## config.mk

```make
export PLATFORM = sky130hd
export DESIGN_NAME = btpm_step
export DESIGN_NICKNAME = d
export VERILOG_FILES = /design/src/rtl/binary_trie_prefix_matcher_macros.svh /design/src/rtl/btpm_pkg.sv /design/src/rtl/btpm_step.sv
export SDC_FILE = /design/constraint.sdc
export NUM_CORES = 1
export LEC_CHECK = 0
export BUFFER_PORTS_ARGS = -buffer_cell sky130_fd_sc_hd__buf_2
export CORE_MARGIN = 2
export CORE_UTILIZATION = 36
export DETAILED_ROUTE_END_ITERATION = 16
export PLACE_DENSITY = 0.85
export SETUP_SLACK_MARGIN = 0.02
export SLEW_MARGIN = 5
export SYNTH_ARGS = -nofsm -noshare
export SYNTH_HDL_FRONTEND = slang
export SYNTH_SLANG_ARGS = --single-unit
```

## constraint.sdc

```tcl
create_clock -name vclk -period 2.75
set_input_delay 0.55 -clock vclk [all_inputs]
set_output_delay 0.55 -clock vclk [all_outputs]
set_load 0.02 [all_outputs]
```

## src/rtl/binary_trie_prefix_matcher_macros.svh

```systemverilog
// Assertion macros for the binary trie prefix matcher.
`ifndef BINARY_TRIE_PREFIX_MATCHER_MACROS_SVH
`define BINARY_TRIE_PREFIX_MATCHER_MACROS_SVH

`ifndef SYNTHESIS
// Same-cycle implication under an active-low reset.
`define BTPM_ASSERT_NOW(lbl, clk, rst_n, ante, cons) \
  lbl: assert property (@(posedge clk) disable iff (!rst_n) (ante) |-> (cons)) \
    else $error("btpm assertion failed");
// Next-cycle implication under an active-low reset.
`define BTPM_ASSERT_NEXT(lbl, clk, rst_n, ante, cons) \
  lbl: assert property (@(posedge clk) disable iff (!rst_n) (ante) |=> (cons)) \
    else $error("btpm assertion failed");
`else
`define BTPM_ASSERT_NOW(lbl, clk, rst_n, ante, cons)
`define BTPM_ASSERT_NEXT(lbl, clk, rst_n, ante, cons)
`endif

`endif

```

## src/rtl/btpm_pkg.sv

```systemverilog
// Package: shared constants, status codes and step control type.
`timescale 1ns / 1ps
package btpm_pkg;

  localparam int ADDR_BITS_DEF  = 32;
  localparam int NODE_COUNT_DEF = 1024;

  localparam int ADDR_FIELD_W = 32;
  localparam int COUNT_W      = 6;

  localparam logic ACT_INSERT = 1'b0;
  localparam logic ACT_LOOKUP = 1'b1;

  typedef enum logic [1:0] {
    ST_NO_MATCH    = 2'd0,
    ST_MATCH       = 2'd1,
    ST_INSERT_DONE = 2'd2,
    ST_POOL_FULL   = 2'd3
  } status_e;

  typedef struct packed {
    logic    finish;
    logic    advance;
    logic    alloc;
    logic    write;
    status_e status;
  } step_ctl_t;

endpackage

```

## src/rtl/btpm_step.sv

```systemverilog
// Step unit: decides one trie walk step from the current node and bit.
`timescale 1ns / 1ps
module btpm_step #(
  parameter int NODE_COUNT = btpm_pkg::NODE_COUNT_DEF
) (
  input  logic [2*$clog2(NODE_COUNT)+1:0] node_i,
  input  logic                            lookup_i,
  input  logic                            wild_i,
  input  logic                            stepped_i,
  input  logic                            last_i,
  input  logic                            bit_i,
  input  logic                            pool_full_i,
  input  logic [$clog2(NODE_COUNT)-1:0]   new_idx_i,
  output btpm_pkg::step_ctl_t             ctl_o,
  output logic [$clog2(NODE_COUNT)-1:0]   child_o,
  output logic [2*$clog2(NODE_COUNT)+1:0] wnode_o
);

  localparam int IW = $clog2(NODE_COUNT);

  logic                 end_mark;
  logic                 prefix_mark;
  logic [IW-1:0]        child0;
  logic [IW-1:0]        child1;

  assign end_mark    = node_i[0];
  assign prefix_mark = node_i[1];
  assign child0      = node_i[IW+1 -: IW];
  assign child1      = node_i[2*IW+1 -: IW];
  assign child_o     = bit_i ? child1 : child0;

  always_comb begin
    ctl_o        = '0;
    ctl_o.status = btpm_pkg::ST_NO_MATCH;
    wnode_o      = node_i;
    if (lookup_i) begin
      if (last_i) begin
        ctl_o.finish = 1'b1;
        ctl_o.status = (end_mark || prefix_mark) ? btpm_pkg::ST_MATCH
                                                 : btpm_pkg::ST_NO_MATCH;
      end else if (prefix_mark) begin
        ctl_o.finish = 1'b1;
        ctl_o.status = btpm_pkg::ST_MATCH;
      end else if (child_o == '0) begin
        ctl_o.finish = 1'b1;
      end else begin
        ctl_o.advance = 1'b1;
      end
    end else begin
      if (last_i || (stepped_i && prefix_mark)) begin
        // mark the node where the walk stops
        ctl_o.finish = 1'b1;
        ctl_o.write  = 1'b1;
        ctl_o.status = btpm_pkg::ST_INSERT_DONE;
        wnode_o[0]   = 1'b1;
        wnode_o[1]   = prefix_mark | wild_i;
      end else if (child_o != '0) begin
        ctl_o.advance = 1'b1;
      end else if (pool_full_i) begin
        ctl_o.finish = 1'b1;
        ctl_o.status = btpm_pkg::ST_POOL_FULL;
      end else begin
        // link a fresh node into the parent
        ctl_o.alloc = 1'b1;
        ctl_o.write = 1'b1;
        if (bit_i) begin
          wnode_o[2*IW+1 -: IW] = new_idx_i;
        end else begin
          wnode_o[IW+1 -: IW] = new_idx_i;
        end
      end
    end
  end

endmodule

```

* Word-level counts from Yosys, hierarchy flattened
Cells that the tools add are included.
** Operators by class
- Muxes and demuxes :: 29
- Bitwise gates (word level) :: 1
- Reductions and logical operators :: 5
** Operators by type and width (number)
- 20-bit 2-to-1 mux :: 3
- 10-bit 2-to-1 mux :: 3
- 22-bit 2-to-1 mux :: 1
- 2-bit 2-to-1 mux :: 7
- 1-bit 2-to-1 mux :: 13
- 10-bit logical NOT :: 1
- 10-bit nonzero test :: 1
- 4-bit 2-to-1 mux :: 1
- 3-bit 2-to-1 mux :: 1
- 1-bit logical OR :: 2
- 1-bit logical AND :: 1
- 1-bit bitwise OR :: 1
** Word-level totals
- Flip-flop bits (word level) :: 0
- Input port bits :: 38
- Output and inout port bits :: 38
- Logic and storage cells :: 35

* Logic depth before layout (Yosys ltp)
- Word-level depth :: 6
- Mapped depth :: 5
- Gate-level depth less buffers :: 4

* Worst setup path before layout
OpenSTA, ideal clock, no wires.
- Path type :: in2out
- From :: input port node_i[6]
- To :: output port wnode_o[11]
- Arrival :: 1921 ps
- Data required time :: 2200 ps
- Setup slack :: 279 ps
- Stages :: 5
- Buffers on the path :: 1
- Cells stage by stage :: or4_1 nor4_2 o211ai_2 buf_6 o21bai_2
** Between the ends
- Cells in the longest elaborated chain, start to end :: 5
** RTL lines
- start, declared :: line btpm_step.sv:6 : input logic [2*$clog2(NODE_COUNT)+1:0] node_i,
- 10-bit 2-to-1 mux :: line btpm_step.sv:30 : assign child_o = bit_i ? child1 : child0;
- 10-bit nonzero test :: line btpm_step.sv:57 : end else if (child_o != '0) begin
- 20-bit 2-to-1 mux :: line btpm_step.sv:57
- 20-bit 2-to-1 mux :: line btpm_step.sv:50 : if (last_i || (stepped_i && prefix_mark)) begin
- 22-bit 2-to-1 mux :: line btpm_step.sv:36 : if (lookup_i) begin
- end, declared :: line btpm_step.sv:16 : output logic [2*$clog2(NODE_COUNT)+1:0] wnode_o
No other way between the ends.

* Final worst setup path
- From :: input port node_i[6]
- To :: output port wnode_o[6]
** Between the ends
- Cells in the longest elaborated chain, start to end :: 5
- Elaborated cells between the ends (all ways) :: 7
- Classes of those cells :: 6 x mux; 1 x reduce/logical
** RTL lines (line)
- 10-bit 2-to-1 mux (on tied branches) :: btpm_step.sv:30, btpm_step.sv:66
- 10-bit nonzero test / 20-bit 2-to-1 mux (equally long branches) :: btpm_step.sv:57, btpm_step.sv:59
- 20-bit 2-to-1 mux :: btpm_step.sv:57
- 20-bit 2-to-1 mux :: btpm_step.sv:50
- 22-bit 2-to-1 mux (*) :: btpm_step.sv:36
Mark *: on every way between the ends. The rest lies on a longest branch, timed or not.

==> qor_table.md <==
| Result | Reported |
| --- | --- |
| Status | completed |
| Fill cells | 153 |
| Critical path startpoint | node_i[6] |
| Sequential fraction of design power | 0% |
| Iteration count of the initial detailed-routing pass | 3 |
| Remaining design rule violation count | 0 |
| Share of total power in combinational logic | 100.0% |
| Routed wirelength normalized by instance count | 12.87 µm |
| Total power | 182.9 µW |
| Worst hold-check path type | in -> out |
| Wire length of the first global-routing pass | 3.477 mm |
| Distinct cells, synth | 24 |
| Unrepaired setup endpoints after global routing | no |
| Critical Path AT | 2.08 ns |
| Setup WS post-layout | 0.1182 ns |
| Number of buffers inserted for hold repair after clock tree synthesis | 0 |
| Maximum number of pins on one net before global-route repair | 34 |
| Clock buffer cells | 0 |
| Critical setup path kind | in -> out |
| Number of vias after detailed routing | 962 |
| Fraction of synthesized cell area taken by the top area cell type | 31.78% |
| Switching portion of total power | 57.36% |
| Port buffer count | 76 |
| Total negative slack for setup checks | 0 ns |
| Max rail drop VDD | 0.1133 mV |
| Number of maximum-capacitance violations | 0 |
| Internal power | 77.99 µW |
| Initial core utilization | 38.57% |
| Worst Max-Slew Pin Slew | 0.3842 ns |
| Proportion of synthesized chip area in sequential cells | 0% |
| Final core occ | 62.80% |
| Cell taking the most area after synthesis | o21bai_2 |
| Register area | 0 µm² |
| Largest cells by area after synthesis | o21bai_2, mux2_1, nand3b_1 |
| Detail Placement HPWL | 1.990 mm |
| Net count after synthesis | 121 |
| Violation count after the first detailed-route iteration | 8 |
| Vertical extent of the die | 47.24 µm |
| Core Box Area | 1745 µm² |
| Final hold viol count | 0 |
| Endpoint type of the worst setup path | output port |
| Overall global routing resource usage | 20.46% |
| Site Rows | 15 |
| Worst setup slack before clock tree synthesis | 0.08941 ns |
| Biggest fanout along the worst timing path | 12 |
| Share of layout cells above drive strength 1 | 68.15% |
| Worst path required time | 2.20 ns |
| Ports placed on the boundary | 76 |
| Area added between synthesis and finish | 62.83% |
| Min Tclk post-route | 2.632 ns |
| Number of cells produced by synthesis | 83 |
| Area of the mapped netlist | 673.1 µm² |
| Non-filler instance count after layout | 182 |
| Pwr Density | 166.9 nW/µm² |
| Die Width | 47.24 µm |
| Headroom to the max-slew limit | 74.15% |
| Total Die Area | 2232 µm² |
| Number of global-route vias before repair | 858 |
| Wire length reported by the detailed router | 2.342 mm |
| Number of setup violations in the final report | 0 |
| Min-Delay Startpoint | node_i[11] |
| Highest achievable clock rate | 380.0 MHz |
| Detail Route Antenna Nets | 0 |
| Count of inserted antenna diode cells | 0 |
| Crit share post-route | 95.70% |
| Max Transition Viols Final | 0 |
| Routed vias/inst | 5.286 |
| Clock share of power | 0% |
| Antenna violations before repair | 0 |
| GR Overflow Total | 0 |
| Critical Path Start Type | primary input |
| Final RePlAce weighted congestion | 0.7371 |
| Sequential cell count | 0 |
| Synth Warn # | 0 |
| Net count, final | 197 |
| NetSw | 104.9 µW |
| Number of placed instances, taps included | 182 |
| Leakage power summed over all cells | 0.0005280 µW |
| Average instance area after synthesis | 8.110 µm² |
## Yosys cell counts, types with 2 or more instances
master	instances
o21bai_2	19
nand3_1	10
nand3b_1	10
mux2_1	7
clkbuf_1	5
a21oi_1	3
mux2_2	3
and3_1	2
buf_6	2
inv_1	2
nor2_1	2
nor4_1	2
o211ai_1	2
o21ai_1	2
o21bai_1	2
or4_1	2
## layer usage
layer / vias to the layer above / GRT usage [%] / routed length, µm
met1: 445 / 25.84 / 931
met5: - / 0 / 0
met2: 41 / 39.46 / 1269
met4: 0 / 2.222 / 13
met3: 2 / 0 / 128
li1: 474 / - / -
## worst max-delay path, cell delays in order
cell,delay (ns)
buf_2,0.11
or4_1,0.57
nor4_4,0.18
o211ai_2,0.13
buf_4,0.21
o21bai_2,0.15
buf_2,0.18
## power groups by stage
stage	combinational, µW	sequential, µW	clock, µW
2_1_floorplan	104	0	0
3_3_place_gp	177	0	0
3_5_place_dp	181	0	0
4_1_cts	182	0	0
5_1_grt	197	0	0
6_report	183	0	0
## what timing repair did
action                     in CTS  in global routing
resized for setup               0                  2
setup endpoints to repair       0                  4
buffers inserted                0                  0
## layout by cell type (no fill, tap or decap)
cell	Yosys	layout
or4_1	2	2
o21ai_0	1	1
mux2_2	3	3
o21ai_1	2	2
o211ai_2	1	1
nand2_1	1	1
nor4_1	2	2
a31o_1	1	1
nor2_1	2	2
a21oi_1	3	2
o21bai_2	19	19
o211ai_1	2	2
nand3b_1	10	10
buf_4	0	6
and3_1	2	2
nor4_4	0	1
o22ai_1	1	1
nor2b_1	1	1
nand3_1	10	10
o21bai_1	2	2
mux2_1	7	7
buf_2	0	75
inv_1	2	2
a21oi_2	0	1
o2bb2ai_2	1	1
## per-stage QoR
step                hold slack [ns]  area, µm²
floorplan                     1.177      673.1
global placement              1.431       1085
detailed placement            1.433       1085
CTS                           1.435       1085
global route                  1.461       1096
finish                        1.432       1096
## worst paths after layout
| path | slack, ns | depth (start not counted) | end |
|---|---|---|---|
| max | 0.12 | 7 | wnode_o[6] |
| min | 1.43 | 3 | wnode_o[11] |
## cell type report
class / instances / area (µm²) / area share (%)
Timing Repair Buffer: 81 / 420.4 / 38.36
Inverter: 2 / 7.507 / 0.6849
Tap cell: 25 / 31.28 / 2.854
Multi-Input combinational cell: 74 / 636.9 / 58.11
## cells by family (layout without fill, tap and decap cells)
kind of cell | after synthesis | in the layout | share of synthesized area [%]
muxes | 10 | 10 | 16.73
and+or+nand+nor | 31 | 31 | 29.00
buffers and inverters | 9 | 83 | 7.250
AOI/OAI and AO/OA | 33 | 33 | 47.02
Note: power is estimated with default switching activity, not from simulation.
