File: src/rtl/binary_trie_prefix_matcher_macros.svh
// Assertion macros for the binary trie prefix matcher.
`ifndef BINARY_TRIE_PREFIX_MATCHER_MACROS_SVH
`define BINARY_TRIE_PREFIX_MATCHER_MACROS_SVH

`ifndef SYNTHESIS
// Same-cycle implication under an active-low reset.
`define BTPM_ASSERT_NOW(lbl, clk, rst_n, ante, cons) \
  lbl: assert property (@(posedge clk) disable iff (!rst_n) (ante) |-> (cons)) \
    else $error("btpm assertion failed");
// Next-cycle implication under an active-low reset.
`define BTPM_ASSERT_NEXT(lbl, clk, rst_n, ante, cons) \
  lbl: assert property (@(posedge clk) disable iff (!rst_n) (ante) |=> (cons)) \
    else $error("btpm assertion failed");
`else
`define BTPM_ASSERT_NOW(lbl, clk, rst_n, ante, cons)
`define BTPM_ASSERT_NEXT(lbl, clk, rst_n, ante, cons)
`endif

`endif

File: src/rtl/btpm_ram.sv
// Generic single-write, single-read RAM with registered read data.
`timescale 1ns / 1ps
module btpm_ram #(
  parameter int WIDTH = 8,
  parameter int DEPTH = 16
) (
  input  logic                     clk_i,
  input  logic                     we_i,
  input  logic [$clog2(DEPTH)-1:0] waddr_i,
  input  logic [WIDTH-1:0]         wdata_i,
  input  logic                     re_i,
  input  logic [$clog2(DEPTH)-1:0] raddr_i,
  output logic [WIDTH-1:0]         rdata_o
);

  logic [WIDTH-1:0] mem_q [DEPTH];
  logic [WIDTH-1:0] rdata_q;

  always_ff @(posedge clk_i) begin
    if (we_i) begin
      mem_q[waddr_i] <= wdata_i;
    end
    if (re_i) begin
      rdata_q <= mem_q[raddr_i];
    end
  end

  assign rdata_o = rdata_q;

endmodule

File: config.mk
export PLATFORM = sky130hd
export DESIGN_NAME = btpm_ram
export DESIGN_NICKNAME = d
export VERILOG_FILES = /design/src/rtl/binary_trie_prefix_matcher_macros.svh /design/src/rtl/btpm_ram.sv
export SDC_FILE = /design/constraint.sdc
export NUM_CORES = 1
export LEC_CHECK = 0
export BUFFER_PORTS_ARGS = -buffer_cell sky130_fd_sc_hd__buf_2
export CORE_ASPECT_RATIO = 0.9
export CORE_MARGIN = 5
export CORE_UTILIZATION = 30
export DETAILED_ROUTE_END_ITERATION = 6
export SETUP_SLACK_MARGIN = 0.02
export SLEW_MARGIN = 20
export SYNTH_ARGS = -nofsm -noshare
export SYNTH_HDL_FRONTEND = slang
export SYNTH_SLANG_ARGS = --single-unit
File: constraint.sdc
create_clock -name clk_i -period 4 [get_ports clk_i]
set_input_delay 0.6 -clock clk_i [delete_from_list [all_inputs] [get_ports clk_i]]
set_output_delay 0.6 -clock clk_i [all_outputs]
set_load 0.02 [all_outputs]
# Word-level counts from Yosys, hierarchy flattened
# Memories as Yosys holds them, arrays and structs flattened. A register that Yosys moved wholly into a read port is not among the register bits.
# Index checks and enable logic that the tools add are counted.
# word_totals
register_bits	0
ramBits	128
input_bits	19
output_inout_bits	8
elab_cells	3
mem_count	1
# classes
n_mux	2
# memory_table
memory	words	word_bits	rd	rd_ports_with_merged_regs	wr	line	source
mem_q	16	8	1	1	1	btpm_ram.sv:16	logic [WIDTH-1:0] mem_q [DEPTH];
# ops
cell	n
2-to-1 mux 1 bit	2

# Longest topological paths before layout
# Gate-level depths: netlist of run 1.
# depth
ltp_word	2
ltp_mapped	5
ltp_nobuf	3

# Worst setup path after synthesis of run 1
# No wires, ideal clock.
# synth_path
path_type	input to register
start	input port waddr_i[2]
end	memory mem_q[0][0] (enable)
arrival_ps	1710
required_ps	3617
setup_slack_ps	1907
cell_stages	2
n_path_buf	0
cell_sequence	or3b_2 > nor3_1
# synth_rtl
item	line	source
start: declaration	btpm_ram.sv:9	input logic [$clog2(DEPTH)-1:0] waddr_i,
end: declaration	btpm_ram.sv:16	
# Straight into the memory's write port.

==> metrics.md, run 1 <==
| Metric | Value |
|---|---|
| Status | finished, final reports clean |
| Cts bufs inserted | 17 |
| Max FO, Critical Path | 25 |
| Synth async-reset ratio | 0% |
| Slew Limit Fails | 0 |
| Share of cells above drive strength 1 | between 20% and 30% |
| TritonCTS clock tree | done |
| Critical path's slowest cell | buf_2 |
| Synth Cell Area | 5230 um^2 |
| Mux contribution to synthesized area | ~15% |
| H-tree levels | 4 |
| Post-Place Setup Slack | between 1 and 1.5 ns |
| DRC viols | 0 |
| Initial DRC Count | roughly 190 |
| Post-synth EDFFs | around 140 |
| VDD IR max | 327 uV |
| Syn Area/Cell | between 20 and 25 um^2 |
| Yosys top cell area share | 78.1% |
| WS Path Type | in -> reg |
| Yosys warns | 0 |
| Fill cells | 1594 |
| Cell taking the most area after synthesis | edfxtp_1 |
| Sink Count | between 100 and 150 |
| Hold Worst Slack | roughly 0.56 ns |
| Largest net degree at the start of global routing | 33 |
| Crit end category | flop |
| Cell Pwr Density | ~540 nW/um^2 |
| Vias | around 2400 |
| Fin crit share | 57.2% |
| Synth top cells by count | 136 x edfxtp_1, 18 x mux4_2, 16 x a22oi_1 |
| IO Port Bufs | 26 |
| Final setup vio count | 0 |
| Max Root-Sink Buffers | 2 |
| Vias in the first global route | around 2600 |
| Core ar. | ~17000 um^2 |
| Area share of and/or/nand/nor cells after synthesis | about 3.1% |
| Crit path cell chain | buf_2, buf_4, mux4_1, a22oi_1, nand2_1 |
| Post-detailed-route wirelength per cell | a little over 20 um |
| Max_cap viols | 0 |
| Grt ovf | 0 |
| Synth Area in Compound Gates | under 10% |
| CP Launch Type | input port |
| Area contributors post-synth | edfxtp_1 78%, mux4_2 7.8%, mux4_1 7.0% |
| Post-Route Utilization | ~36% |
| DR pass1 iterations | 4 |
| Sum Neg Setup Slack | 0 ns |
| Unrepaired setup endpoints after global routing | no |
| Max-slew headroom | a little over a third |
| Mapped Cells | approximately 230 |
| Post-route antenna net violation count | 0 |
| Initial core utilization | 30.7% |
| # hold bufs at CTS | 0 |
| Post-CTS Setup Bufs | 0 |
| Worst Skew | around 0.0056 ns |
| Die height | ~140 um |
| Reg clk slew, reported paths | approximately 0.060 ns |
| Post-layout worst setup margin | around 1.7 ns |
| Die area | a little over 20000 um^2 |
| Area share of fa/ha/maj cells after synthesis | 0% |
| Area Overhead vs Synth | 18.4% |
| XOR/XNOR Fraction of Synth Area | 0% |
| Period minus WS final | 2.29 ns |
| Synthesized net count | 248 |
| IO Count | 27 |
| Total Wirelength | 10.4 mm |
| Row count | 45 |
| Die width | between 100 and 150 um |
| DP HPWL | approximately 6.5 mm |
| Slowest stage delay, CP | just over 0.6 ns |
| Gpl congestion | 0.737 |
| Ant. Diodes | 0 |
| Worst skew pair latency | 0.41 ns |
| First-pass GRT wire length | approximately 16 mm |
| Worst Hold Class | in -> reg |
| Count leader, synth | edfxtp_1 |
| Seq/Total Area, Yosys | 78.1% |
| Max Clk Rate | around 440 MHz |
| Fin nets | 288 |
| Post-synth top flop | edfxtp_1 |
| CP arrival | ~2.4 ns |
| Largest family of logic cells by synthesized area | multiplexers |
| P_leak | about 2.0 nW |
| Req. time, crit path | between 4 and 5 ns |
| Synth Register Bits | 136 |
| # resized after CTS | 0 |
| Hold Vio Cnt, Final | 0 |
| Post-synth cell types | 18 |
| Via-to-Cell Ratio | ~4.7 |
| Worst Tran Pin Value | 0.966 ns |
| Initial antenna violation count | 0 |
| Root buffer cell | clkbuf_16 |
| GRT Overall Usage | 11.0% |
-- cells in the final DEF (no fill, tap or decap) --
cell type	netlist	routed
clkbuf_1	0	1
nor2_1	13	13
nor3_1	4	4
nand3_1	1	1
a22oi_1	16	16
and2b_1	1	1
nand2b_1	2	2
or3b_2	1	1
clkinv_1	0	3
mux4_2	18	18
edfxtp_1	136	136
mux4_1	14	14
bufinv_16	0	4
nand2_1	9	9
nand3b_1	2	2
buf_4	1	5
and2_1	1	1
clkbuf_16	0	17
clkinvlp_4	0	1
clkinv_2	0	4
nor2b_1	1	1
buf_2	3	26
-- registers in the layout (all words and copies together) (netlist names) --
register / cells
rdata_o: 8
mem_q: 128
-- power by group --
group	total, mW	internal [mW]	switching, mW
Combinational	0.149	0.0568	0.0923
Clock	1.56	1.02	0.538
Sequential	1.61	1.61	0.00746
Total	3.32	2.69	0.638
-- metal layers --
| layer | GRT usage (%) | vias up | share of wire (%) |
|---|---|---|---|
| met4 | 4.47 | 0 | 1.6 |
| met3 | 2.64 | 17 | 4.9 |
| li1 | - | 1060 | - |
| met2 | 16.5 | 73 | 46 |
| met1 | 15.4 | 1254 | 47 |
| met5 | 0 | - | 0 |
-- cells by family (layout without fill, tap and decap cells) --
| kind of cell | Yosys count | count (layout) |
|---|---|---|
| AND/OR/NAND/NOR | 35 | 35 |
| multiplexers | 32 | 32 |
| flip-flops | 136 | 136 |
| AO/OA/AOI/OAI | 16 | 16 |
| buffers and inverters | 10 | 61 |
-- final timing paths --
path           startpoint    endpoint  slack (ns)  cells past startpoint
max reg2reg   mem_q[9][4]  rdata_o[4]        2.44                      3
max            raddr_i[0]  rdata_o[0]        1.71                      5
min                  re_i  rdata_o[7]        0.56                      1
min reg2reg  mem_q[14][0]  rdata_o[0]        0.76                      3
-- per-stage QoR --
| step | power (mW) | cell area (um^2) | cells |
|---|---|---|---|
| finish | 3.32 | 6190 | 515 |
| detailed placement | 1.80 | 5600 | 485 |
| floorplan | 1.73 | 5230 | 229 |
| global placement | 1.79 | 5600 | 485 |
| global route | 3.43 | 6190 | 515 |
| CTS | 3.34 | 6190 | 515 |
-- critical path: cells and delay by family --
family / cells / cell delay (ns)
and+or+nand+nor: 1 / 0.08
buffers and inverters: 2 / 0.94
AOI/OAI and AO/OA: 1 / 0.22
muxes: 1 / 0.57
-- cell type report --
class	count	area, um^2	area share, %
clock buffer	18	429	6.93
timing repair buffer	31	168	2.71
sequential	136	4080	66.0
tap	235	294	4.75
multi-input combinational	83	1060	17.1
clock inverter	12	159	2.57
(Power assumes the default switching activity.)
==> run 2, diff against run 1 <==
clock period = 2.05 ns   (was 4 ns; I/O delays follow)
==> metrics.md, run 2 (synthesis gave the netlist of run 1 again) <==
| Metric | Value |
|---|---|
| Sum Neg Setup Slack | 0 ns |
| Switching Share | around 20% |
| DR pass1 iterations | 4 |
| Initial core utilization | roughly 31% |
| Post-Place Setup Slack | roughly 0.13 ns |
| Post-layout worst setup margin | around 0.54 ns |
| Sink Count | 136 |
| Slowest stage delay, CP | ~0.55 ns |
| Post-CTS Setup Bufs | 0 |
| Via-to-Cell Ratio | 4.56 |
| Final setup vio count | 0 |
| Area Overhead vs Synth | 20.8% |
| Flop pwr share | between 50% and 60% |
| Die width | around 150 um |
| Crit end category | flop |
| Comb pwr share | around 4.9% |
| DRC viols | 0 |
| Max Root-Sink Buffers | 2 |
| Commonest non-fill, non-tap cell in the layout | edfxtp_1 |
| Die area | 20200 um^2 |
| Req. time, crit path | ~2.2 ns |
| Post-Route Utilization | between 30% and 40% |
| Power, Total | 6.30 mW |
| Row count | 45 |
| Period minus WS final | 1.51 ns |
| Internal power | about 5 mW |
| Crit path cell chain | mux4_1, a22oi_1, nand2_1 |
| Max_cap viols | 0 |
| Sw power | 1.27 mW |
| Largest net degree at the start of global routing | 33 |
| Total Wirelength | approximately 10 mm |
| Worst skew pair latency | between 0.4 and 0.5 ns |
| VDD IR max | 542 uV |
| Ant. Diodes | 0 |
| Initial antenna violation count | 1 |
| TritonCTS clock tree | done |
| Vias | 2437 |
| Gpl congestion | ~0.69 |
| Initial DRC Count | 180 |
| Status | finished, final reports clean |
| IO Count | 27 |
| CP arrival | ~1.7 ns |
| First-pass GRT wire length | 15.9 mm |
| DP HPWL | about 6.7 mm |
| # hold bufs at CTS | 0 |
| Max FO, Critical Path | 1 |
| Core ar. | 17000 um^2 |
| P_leak | about 2.1 nW |
| Die height | between 100 and 150 um |
| WS Path Type | reg -> reg |
| Fin crit share | ~74% |
| Cts bufs inserted | 17 |
| Critical path's slowest cell | mux4_1 |
| H-tree levels | 4 |
| Worst Hold Class | in -> reg |
| Reg clk slew, reported paths | approximately 0.06 ns |
| Worst Skew | 0.0109 ns |
| Cell Pwr Density | roughly 1000 nW/um^2 |
| IO Port Bufs | 26 |
| Max-slew headroom | ~75% |
| Hold Vio Cnt, Final | 0 |
| GRT Overall Usage | between 10 and 15% |
| Max Clk Rate | between 600 and 700 MHz |
| Largest Register | mem_q |
| # resized after CTS | 0 |
| Vias in the first global route | 2631 |
| Max reg flops | 128 |
| Fin nets | 305 |
| Most frequent cells in the layout | 136 x edfxtp_1, 26 x buf_2, 20 x buf_4, 18 x mux4_2, 17 x clkbuf_16 |
| Share of cells above drive strength 1 | about a third |
| CP Launch Type | flop |
| Post-route antenna net violation count | 0 |
| Worst Tran Pin Value | around 0.37 ns |
| Root buffer cell | clkbuf_16 |
| Share of total power in the clock network | between 40% and 50% |
| Slew Limit Fails | 0 |
| Grt ovf | 0 |
| Unrepaired setup endpoints after global routing | no |
| Post-detailed-route wirelength per cell | 19.4 um |
-- run 2: cell types whose count changed in the layout (fill, tap and decap cells not counted), sizes merged --
| cell | change |
|---|---|
| buf | +17 |
| bufinv | -2 |
| clkbuf | -1 |
| clkinv | +5 |
-- run 2: worst max-delay path: cells and delay by family (launching register included) --
family,cells,cell delay (ns)
AND/OR/NAND/NOR,1,0.08
flip-flops,1,0.35
multiplexers,1,0.55
AO/OA/AOI/OAI,1,0.27
-- run 2: final timing paths --
kind	from	endpoint	slack (ns)	cells past startpoint
worst min register to register	mem_q[14][0]	rdata_o[0]	0.76	3
worst min-delay path	wdata_i[4]	mem_q[5][4]	0.27	1
worst max-delay path	mem_q[9][5]	rdata_o[5]	0.54	3
worst max register to register	mem_q[9][5]	rdata_o[5]	0.54	3
-- run 2: power by group through the flow --
stage,Clock [mW],Sequential [mW],Combinational [mW]
6_report,2.85,3.15,0.306
5_1_grt,3.03,3.15,0.334
4_1_cts,2.91,3.15,0.315
3_5_place_dp,0,3.21,0.314
3_3_place_gp,0,3.21,0.303
2_1_floorplan,0,3.22,0.158
-- run 2: through the flow --
step,area [um^2],hold WS [ns],cells
2_1_floorplan,5230,0.406,229
3_3_place_gp,5760,0.690,502
3_5_place_dp,5760,0.699,502
4_1_cts,6320,0.261,534
5_1_grt,6320,0.271,534
6_report,6320,0.274,534
-- run 2: layer usage --
metal  part of all wire [%]  GRT usage [%]
met4                   0.69           4.42
met2                     48           16.7
met1                     46           15.0
met5                  0.068              0
met3                    5.1           3.28
-- run 2: layout make-up --
class                           instances  area [um^2]
Tap cell                              235          294
Multi-Input combinational cell         83         1060
Fill cell                            1592        10700
Timing Repair Buffer                   48          320
Clock buffer                           17          425
Sequential cell                       136         4080
Clock inverter                         15          136
